**src/hw/rtl/bps_pkg.sv**
```systemverilog
// ----------------------------------------------------------------------------
// bps_pkg
// Shared types and constants of the beep pattern sequencer.
// ----------------------------------------------------------------------------
package bps_pkg;

	localparam int NUM_PATTERNS = 3;
	localparam int PAT_W        = 40;
	localparam int TICK_W       = 16;
	localparam int REP_W        = 8;
	localparam int MODE_W       = 2;
	localparam int FUNC_W       = 2;
	localparam int CFG_IDX_W    = 2;

	localparam logic [TICK_W-1:0] STOP_SILENCE = 16'hFFFF;
	localparam logic [TICK_W-1:0] SINGLE_TICKS = 16'd3;

	localparam logic [PAT_W-1:0] PATTERN1_RESET = 40'h01_2C03_2801;
	localparam logic [PAT_W-1:0] PATTERN2_RESET = 40'h00_0000_3232;
	localparam logic [PAT_W-1:0] PATTERN3_RESET = 40'hFF_FF02_0A05;

	typedef logic [PAT_W-1:0] pattern_t;
	typedef pattern_t [NUM_PATTERNS-1:0] pattern_set_t;

	typedef enum logic [FUNC_W-1:0] {
		FUNC_TICK   = 2'd0,
		FUNC_SET    = 2'd1,
		FUNC_SINGLE = 2'd2
	} func_t;

	typedef enum logic [2:0] {
		PH_BEEP    = 3'b001,
		PH_SILENCE = 3'b010,
		PH_LONG    = 3'b100
	} phase_t;

	typedef struct packed {
		logic [MODE_W-1:0] active_mode;
		phase_t            phase;
		logic [REP_W-1:0]  repeat_count;
		logic [TICK_W-1:0] ticks_left;
		logic              timer_running;
		logic              single_pending;
		logic              drive_level;
	} seq_state_t;

	function automatic logic [7:0] pat_beep(input pattern_t p);
		return p[7:0];
	endfunction

	function automatic logic [7:0] pat_silence(input pattern_t p);
		return p[15:8];
	endfunction

	function automatic logic [REP_W-1:0] pat_repeat(input pattern_t p);
		return p[23:16];
	endfunction

	function automatic logic [TICK_W-1:0] pat_long(input pattern_t p);
		return p[39:24];
	endfunction

endpackage

```
**src/hw/rtl/bps_step.sv**
```systemverilog
// ----------------------------------------------------------------------------
// bps_step
// Next-state logic of the sequencer for one tick, set-mode or single-beep beat.
// ----------------------------------------------------------------------------
module bps_step (
	input  bps_pkg::seq_state_t             cur,
	input  logic [bps_pkg::FUNC_W-1:0]      func,
	input  logic [bps_pkg::MODE_W-1:0]      mode,
	input  bps_pkg::pattern_set_t           patterns,
	output bps_pkg::seq_state_t             nxt
);
	import bps_pkg::*;

	pattern_t         pat_act;
	pattern_t         pat_req;
	logic [REP_W-1:0] rc_inc;
	logic             set_ignore;

	assign pat_act = (cur.active_mode == '0) ? '0 : patterns[cur.active_mode - 2'd1];
	assign pat_req = (mode == '0) ? '0 : patterns[mode - 2'd1];
	assign rc_inc  = cur.repeat_count + 8'd1;
	assign set_ignore = ((cur.active_mode > mode) && (mode != '0)) || (cur.active_mode == mode);

	always_comb begin
		nxt = cur;
		case (func)
			FUNC_TICK: begin
				if (cur.timer_running) begin
					if (cur.ticks_left > 16'd1) begin
						nxt.ticks_left = cur.ticks_left - 16'd1;
					end else begin
						nxt.ticks_left = '0;
						if (cur.single_pending) begin
							nxt.single_pending = 1'b0;
							if (cur.active_mode == '0) begin
								nxt.timer_running = 1'b0;
								nxt.drive_level   = 1'b0;
							end else begin
								nxt.phase         = PH_BEEP;
								nxt.repeat_count  = '0;
								nxt.ticks_left    = {8'd0, pat_beep(pat_act)};
								nxt.timer_running = 1'b1;
								nxt.drive_level   = 1'b1;
							end
						end else begin
							case (cur.phase)
								PH_BEEP: begin
									nxt.drive_level   = 1'b0;
									nxt.phase         = PH_SILENCE;
									nxt.ticks_left    = {8'd0, pat_silence(pat_act)};
									nxt.timer_running = 1'b1;
								end
								PH_SILENCE: begin
									nxt.repeat_count = rc_inc;
									if (rc_inc >= pat_repeat(pat_act)) begin
										if (pat_long(pat_act) == STOP_SILENCE) begin
											if (cur.active_mode != '0) begin
												nxt.active_mode   = '0;
												nxt.timer_running = 1'b0;
												nxt.ticks_left    = '0;
												nxt.drive_level   = 1'b0;
											end
										end else begin
											nxt.phase         = PH_LONG;
											nxt.repeat_count  = '0;
											nxt.ticks_left    = pat_long(pat_act);
											nxt.timer_running = 1'b1;
										end
									end else begin
										nxt.drive_level   = 1'b1;
										nxt.phase         = PH_BEEP;
										nxt.ticks_left    = {8'd0, pat_beep(pat_act)};
										nxt.timer_running = 1'b1;
									end
								end
								default: begin
									nxt.drive_level   = 1'b1;
									nxt.phase         = PH_BEEP;
									nxt.ticks_left    = {8'd0, pat_beep(pat_act)};
									nxt.timer_running = 1'b1;
								end
							endcase
						end
					end
				end
			end
			FUNC_SET: begin
				if (!set_ignore) begin
					nxt.active_mode = mode;
					if (mode == '0) begin
						nxt.timer_running = 1'b0;
						nxt.ticks_left    = '0;
						nxt.drive_level   = 1'b0;
					end else begin
						nxt.single_pending = 1'b0;
						nxt.phase          = PH_BEEP;
						nxt.repeat_count   = '0;
						nxt.ticks_left     = {8'd0, pat_beep(pat_req)};
						nxt.timer_running  = 1'b1;
						nxt.drive_level    = 1'b1;
					end
				end
			end
			FUNC_SINGLE: begin
				if (cur.active_mode == '0) begin
					nxt.single_pending = 1'b1;
					nxt.ticks_left     = SINGLE_TICKS;
					nxt.timer_running  = 1'b1;
					nxt.drive_level    = 1'b1;
				end
			end
			default: begin
			end
		endcase
	end

endmodule

```
**src/hw/rtl/beep_pattern_sequencer.sv**
```systemverilog
// ----------------------------------------------------------------------------
// beep_pattern_sequencer
// Buzzer pattern sequencer driven by tick, set-mode and single-beep beats.
//
//   channel  | direction | tdata / data                 | tuser / index
//   s_axis   | in        | [1:0] mode                   | [1:0] func
//   m_axis   | out       | [0] buzzer_on, [2:1] mode    | -
//   cfg      | in        | [39:0] pattern word          | [1:0] register
//
// One beat is accepted per cycle while m_axis is not stalled; its result reaches m_axis
// through an input register and then a result register around the state update.
// Reset clears the sequencer state and loads the default patterns.
// A stall on m_axis holds the result and fills the input register, then
// s_axis_tready drops. cfg_ready is always high.
// ----------------------------------------------------------------------------
module beep_pattern_sequencer (
	input  logic                            clk,
	input  logic                            arst_n,
	input  logic                            s_axis_tvalid,
	output logic                            s_axis_tready,
	input  logic [7:0]                      s_axis_tdata,  // [1:0] mode
	input  logic [bps_pkg::FUNC_W-1:0]      s_axis_tuser,  // [1:0] func
	output logic                            m_axis_tvalid,
	input  logic                            m_axis_tready,
	output logic [7:0]                      m_axis_tdata,  // [0] buzzer_on, [2:1] current_mode
	input  logic                            cfg_valid,
	output logic                            cfg_ready,
	input  logic [bps_pkg::CFG_IDX_W-1:0]   cfg_index,
	input  logic [bps_pkg::PAT_W-1:0]       cfg_data
);
	import bps_pkg::*;

	logic              valid_s1;
	logic [FUNC_W-1:0] func_s1;
	logic [MODE_W-1:0] mode_s1;
	logic              advance;
	pattern_set_t      patterns_q;
	seq_state_t        state_q;
	seq_state_t        state_nxt;
	logic              out_valid_q;
	logic              buzzer_q;
	logic [MODE_W-1:0] cur_mode_q;

	assign advance       = valid_s1 && (!out_valid_q || m_axis_tready);
	assign s_axis_tready = !valid_s1 || advance;
	assign cfg_ready     = 1'b1;

	always_ff @(posedge clk or negedge arst_n) begin
		if (!arst_n) begin
			valid_s1 <= 1'b0;
		end else if (s_axis_tready) begin
			valid_s1 <= s_axis_tvalid;
		end
	end

	always_ff @(posedge clk) begin
		if (s_axis_tvalid && s_axis_tready) begin
			func_s1 <= s_axis_tuser;
			mode_s1 <= s_axis_tdata[MODE_W-1:0];
		end
	end

	// pattern registers
	always_ff @(posedge clk or negedge arst_n) begin
		if (!arst_n) begin
			patterns_q[0] <= PATTERN1_RESET;
			patterns_q[1] <= PATTERN2_RESET;
			patterns_q[2] <= PATTERN3_RESET;
		end else if (cfg_valid && cfg_ready && (cfg_index < CFG_IDX_W'(NUM_PATTERNS))) begin
			patterns_q[cfg_index] <= cfg_data;
		end
	end

	bps_step u_step (
		.cur      (state_q),
		.func     (func_s1),
		.mode     (mode_s1),
		.patterns (patterns_q),
		.nxt      (state_nxt)
	);

	always_ff @(posedge clk or negedge arst_n) begin
		if (!arst_n) begin
			state_q <= '{active_mode: '0, phase: PH_BEEP, repeat_count: '0, ticks_left: '0,
				timer_running: 1'b0, single_pending: 1'b0, drive_level: 1'b0};
		end else if (advance) begin
			state_q <= state_nxt;
		end
	end

	always_ff @(posedge clk or negedge arst_n) begin
		if (!arst_n) begin
			out_valid_q <= 1'b0;
		end else if (advance) begin
			out_valid_q <= 1'b1;
		end else if (m_axis_tready) begin
			out_valid_q <= 1'b0;
		end
	end

	always_ff @(posedge clk) begin
		if (advance) begin
			buzzer_q   <= state_nxt.drive_level;
			cur_mode_q <= state_nxt.active_mode;
		end
	end

	assign m_axis_tvalid = out_valid_q;
	assign m_axis_tdata  = {5'd0, cur_mode_q, buzzer_q};

endmodule

```
**config.mk**
```make
export PLATFORM = sky130hd
export DESIGN_NAME = beep_pattern_sequencer
export DESIGN_NICKNAME = d
export VERILOG_FILES = /design/src/hw/rtl/bps_pkg.sv /design/src/hw/rtl/bps_step.sv /design/src/hw/rtl/beep_pattern_sequencer.sv
export SDC_FILE = /design/constraint.sdc
export NUM_CORES = 1
export LEC_CHECK = 0
export ABC_AREA = 0
export BUFFER_PORTS_ARGS = -buffer_cell sky130_fd_sc_hd__buf_2
export CAP_MARGIN = 0
export CORE_MARGIN = 2
export CORE_UTILIZATION = 25
export DETAILED_ROUTE_END_ITERATION = 8
export HOLD_SLACK_MARGIN = 0.12
export PLACE_DENSITY = 0.49
export REMOVE_ABC_BUFFERS = 1
export SLEW_MARGIN = 40
export SYNTH_ARGS = -nofsm -noshare
export SYNTH_HDL_FRONTEND = slang
export SYNTH_SLANG_ARGS = --single-unit
```
**constraint.sdc**
```tcl
create_clock -name clk -period 5.91 [get_ports clk]
set_input_delay 1.182 -clock clk [delete_from_list [all_inputs] [get_ports clk]]
set_output_delay 1.182 -clock clk [all_outputs]
set_load 0.02 [all_outputs]
```
### Word level (Yosys, flattened, before mapping)

Cells that the tools add are included.

* register bits: 161
* output and inout port bits: 11
* word-level logic and storage cells: 109
* input bits: 57

* magnitude comparators: 8
* equal/unequal tests: 14
* muxes and demuxes: 44
* add/subtract/negate cells: 4
* reduce and logical (&&, ||, !) cells: 23

Operator list (number)
* $bmux W40 S2: 2
* $bwmux W120: 1
* $mux W40: 3
* $demux W40 S2: 1
* $mux W32: 2
* $pmux W19 S3: 1
* $mux W17: 2
* $pmux W17 S2: 1
* $mux W28: 1
* $mux W27: 1
* $pmux W13 S2: 1
* $mux W8: 3
* $mux W11: 2
* $mux W19: 1
* $eq A16 B16 Y1 const B: 1
* $gt A16 B1 Y1 const B: 1
* $mux W16: 1
* $reduce_and A8 Y1: 2
* $sub A16 B1 Y16 const B: 1
* $mux W13: 1
* $mux W1: 10
* $mux W2: 5
* $lt A2 B3 Y1 const B: 3
* $mux W9: 1
* 27 further kinds: 45

### Longest topological paths before layout

* depth in word-level cells: 12
* gate-level depth with buffers: 21
* mapped depth without buffers: 13

### Cells and area by module

A second synthesis with hierarchy kept.

* cell total of the unflattened synthesis: 868
* area total of the unflattened synthesis: 9399.0 sq um

Modules (own cells, without submodules)
* beep_pattern_sequencer: sequential area each 4110.2 sq um, area an instance 6042.0 sq um, instances 1, cells an instance 347
* bps_step: sequential area each 0.0 sq um, area an instance 3357.0 sq um, instances 1, cells an instance 521

### Worst setup path before layout

OpenSTA, ideal clock, no wires.

* kind: register -> register
* start point: reg state_q[30] in the netlist's numbering
* end point: reg state_q[3] in the netlist's numbering
* stages on the path, launching flop included: 21
* library setup time: 82 ps
* required time: 5828 ps
* data arrival time: 5140 ps
* clock period less this slack: 5222 ps
* path buffers: 8
* path slack: 688 ps
* path through: dfrtp_1 inv_1 buf_1 clkbuf_1 clkbuf_1 ha_1 buf_2 buf_2 buf_1 buf_2 mux2i_1 nor2_1 a21oi_1 nor2_1 ha_1 nand2b_1 a2111o_1 a221o_1 clkbuf_1 or4_1 a31oi_1

* word-level cells in the longest chain between the ends: 12
* elaborated cells on any way between the ends: 22
* those cells by class: add/sub: 1; order compare: 2; eq/ne: 4; mux: 11; reduce/logical: 4

RTL lines
* start, declared: RTL line beep_pattern_sequencer.sv:38 `seq_state_t state_q;`
* start signal, assigned: RTL line beep_pattern_sequencer.sv:84 `state_q <= '{active_mode: '0, phase: PH_BEEP, repeat_count: '0, ticks_left: '0,`
* start signal, assigned: RTL line beep_pattern_sequencer.sv:87 `state_q <= state_nxt;`
* branches (longest 12 deep; another with $ge A8 B8 Y1)

Several ways; the timed one is not identified. The select of a mux whose other input is x is not followed.
A chain may end at the register's enable or synchronous reset.

### Worst setup path after layout

* start point: reg state_q[31] in the netlist's numbering
* end point: reg state_q[28] in the netlist's numbering

* word-level cells in the longest chain between the ends: 11
* elaborated cells on any way between the ends: 21
* those cells by class: add/sub: 1; order compare: 2; eq/ne: 5; mux: 9; reduce/logical: 4

RTL lines
* $sub A2 B1 Y2: RTL line bps_step.sv:19 `assign pat_act = (cur.active_mode == '0) ? '0 : patterns[cur.active_mode - 2'd1];`
* $bmux W40 S2: RTL line bps_step.sv:19
* $mux W40 (not written as such): RTL line bps_step.sv:19
* $mux W40: RTL line bps_step.sv:19
* $ge A8 B8 Y1: RTL line bps_step.sv:55 `if (rc_inc >= pat_repeat(pat_act)) begin`
* $mux W3: RTL line bps_step.sv:55
* $pmux W3 S2: RTL line bps_step.sv:46 `case (cur.phase)`
* $mux W28: RTL line bps_step.sv:33 `if (cur.single_pending) begin`
* $mux W13: RTL line bps_step.sv:29 `if (cur.ticks_left > 16'd1) begin`
* $mux W32: RTL line bps_step.sv:28 `if (cur.timer_running) begin`
* $pmux W13 S2: RTL line bps_step.sv:26 `case (func)`

Several ways; a longest one is shown, not always the timed one. The select of a mux whose other input is x is not followed.

==> results.sh <==
export IMPL_synth_area_per_cell_sq_um=10.93
export IMPL_nets=911
export IMPL_grt_max_degree=70
export IMPL_antenna_found_initial=2
export IMPL_timing_final_ws_setup_ns=1.745
export IMPL_clock_skew_ns=0.01392
export IMPL_min_from="patterns_q[96]$_DFFE_PN0P_"
export IMPL_cts_resized=0
export IMPL_synth_distinct_cells=65
export IMPL_coreArea_sq_mm=0.03463
export IMPL_synthFlopType="dfrtp_1"
export IMPL_crit_start="state_q[31]$_DFFE_PN0P_"
export IMPL_ir_drop_v=0.0002215
export IMPL_total_leakage_power_nw=4.109
export IMPL_crit_path_start_kind="flop"
export IMPL_min_period_over_period=0.7048
export IMPL_cp_max_fo=23
export IMPL_n_antenna_cell=0
export IMPL_clock_sinks=161
export IMPL_start_util=0.2542
export IMPL_clockBufferDepth=2
export IMPL_first_pass_iters=4
export IMPL_viasPerCell=4.819
export IMPL_cts_inserted_buffers=17
export IMPL_synth_largest_area_cell="dfrtp_1"
export IMPL_setup_viol=0
export IMPL_rsz0062_at_grt="false"
export IMPL_async_flop_share=0.9565
export IMPL_criticalPathCategory="reg2reg"
export IMPL_grt_pass1_vias=6358
export IMPL_die_area_sq_mm=0.03672
export IMPL_synth_common_cells="mux2_2 (134), dfrtp_1 (117), nand2_1 (53), o21ai_0 (43), mux2i_1 (40)"
export IMPL_final_cells=1306
export IMPL_yosys_area_top_type_share=0.3327
export IMPL_drtAntennaViolNets=0
export IMPL_areaGrowthSynthToFinish_pct=14.93
export IMPL_r2r_slack_ns=1.74
export IMPL_grt_use_met1=0.1809
export IMPL_cts_tree="done"
export IMPL_num_rows=68
export IMPL_gp_congestion=0.7952
export IMPL_finalHoldViolations=0
export IMPL_slew_headroom=0.4645
export IMPL_yosysWarningCount=0
export IMPL_p_total_mw=3.570
export IMPL_dp_slack_ns=1.717
export IMPL_clk_pin_slew_ns=0.07
export IMPL_vias=6293
export IMPL_tns_ns=0
export IMPL_crit_arrival_ns=4.49
export IMPL_dp_cells=1274
export IMPL_top_usage_layer="met2"
export IMPL_htreeDepth=4
export IMPL_drive_gt1_frac=0.3384
export IMPL_globalRouteOverflowTotal=0
export IMPL_yosysSeqAreaShare=0.4670
export IMPL_drt_iter0_drc=464
export IMPL_portBuffers=55
export IMPL_worstSetupEndpointType="flop"
export IMPL_grt_usage=0.1288
export IMPL_drcViolationCount=0
export IMPL_tightest_slew_ns=0.8003
export IMPL_utilization=0.2921
export IMPL_netlist_top_cells_area="dfrtp_1 (33%), mux2_2 (17%), dfstp_2 (11%)"
export IMPL_grt_pass1_wl_mm=36.41
export IMPL_hold_buffers=0
export IMPL_hold_path_class="reg2reg"
export IMPL_ios=68
export IMPL_cp_required_ns=6.23
export IMPL_wl_per_cell_microns=17.45
export IMPL_slew_viol_final=0
export IMPL_dp_hpwl_mm=15.34
export IMPL_final_area_sq_mm=0.01011
export IMPL_dieWidth_microns=191.6
export IMPL_max_freq_mhz=240.1
export IMPL_syn_inst=805
export IMPL_clkLatencyLatePin_ns=0.43
export IMPL_synthesis_area_sq_mm=0.008801
export IMPL_met2_usage=0.1983
export IMPL_yosysMostFrequentCell="mux2_2"
export IMPL_placed_area_sq_mm=0.009543
export IMPL_powerDensity_mw_per_mm2=353.0
export IMPL_die_h_microns=191.6
export IMPL_yosys_register_bits=161
export IMPL_root_buffer="clkbuf_16"
export IMPL_outcome="complete, no violations"
export IMPL_hold_ws_ns=0.5045
export IMPL_period_needed_ns=4.165
export IMPL_grt_util_met3=0.02467
export IMPL_wirelength_mm=22.79
export IMPL_reg2reg_from="state_q[31]$_DFFE_PN0P_"
export IMPL_cap_violations=0
export IMPL_postCtsSetupRepairBufs=0
export IMPL_synth_edf_count=7
-- logic make-up (layout without fill, tap and decap cells) --
kind of cell    after synthesis  after routing  share of synthesized area
compound gates              173            173                     0.1316
xor+xnor                     11             11                    0.01095
fa+ha+maj                    16             16                    0.02275
buf+inv                      79            121                    0.03782
flops                       161            161                     0.4670
mux                         174            174                     0.2169
other cells                   2              6                  0.0008533
simple gates                189            189                     0.1120
-- power by group --
group,switching [mW],internal [mW]
logic,0.565,0.424
clock network,0.472,0.605
registers,0.147,1.36
-- sequential cells by signal (all words and copies together) (netlist names) --
name / flops
func_s1: 2
mode_s1: 2
state_q: 32
buzzer_q: 1
valid_s1: 1
m_axis_tvalid: 1
cur_mode_q: 2
patterns_q: 120
-- critical path: stages, from the launching register on --
cell and delay (ns):
dfrtp_1 0.35, inv_1 0.10, ha_2 0.63, nor2b_2 0.48, a21oi_1 0.15, nor2_1 0.12
ha_1 0.23, nand2b_1 0.14, a2111o_1 0.40, a221o_2 0.58, nand2_1 0.26, o31a_1 0.25
mux2_2 0.35
-- final cells by class --
class | instances | area, sq um
inverter | 23 | 86.33
fill | 3586 | 24510
tap | 455 | 569.3
sequential | 161 | 4110
clock inverter | 11 | 106.4
timing repair buffer | 66 | 387.9
multi-input combinational | 569 | 4394
clock buffer | 21 | 460.4
-- layout by cell type (no fill, tap or decap), drive strengths merged, types with 4 or more instances in the layout --
cell,n
a2111oi,4
a211oi,5
a21o,11
a21oi,31
a22oi,15
a31oi,10
and2,5
buf,66
clkbuf,21
clkinv,8
conb,6
dfrtp,117
dfstp,37
edfxtp,7
ha,16
inv,22
mux2,134
mux2i,40
nand2,53
nand2b,8
nand3,12
nand4,12
nor2,35
nor2b,7
nor3,15
nor4,9
o211ai,8
o21ai,46
o2bb2ai,18
or2,7
or3,8
or4,4
xor2,8
-- path summary, 6_finish.rpt --
check | endpoint | cells past startpoint
setup / recovery | state_q[28]$_DFFE_PN0P_ | 12
hold / removal | patterns_q[96]$_DFFE_PN0P_ | 1
setup reg to reg | state_q[28]$_DFFE_PN0P_ | 12
hold reg to reg | patterns_q[96]$_DFFE_PN0P_ | 1
max in group asynchronous | state_q[13]$_DFFE_PN0P_ | 2
min in group asynchronous | patterns_q[102]$_DFFE_PN0P_ | 1
-- routing by layer --
| layer | wire length, microns | part of all wire |
|---|---|---|
| met5 | 11 | 0.00048 |
| met4 | 355 | 0.016 |
| met3 | 670 | 0.029 |
| met2 | 10470 | 0.46 |
| met1 | 11270 | 0.49 |
Power figures use the tool's default switching activity.
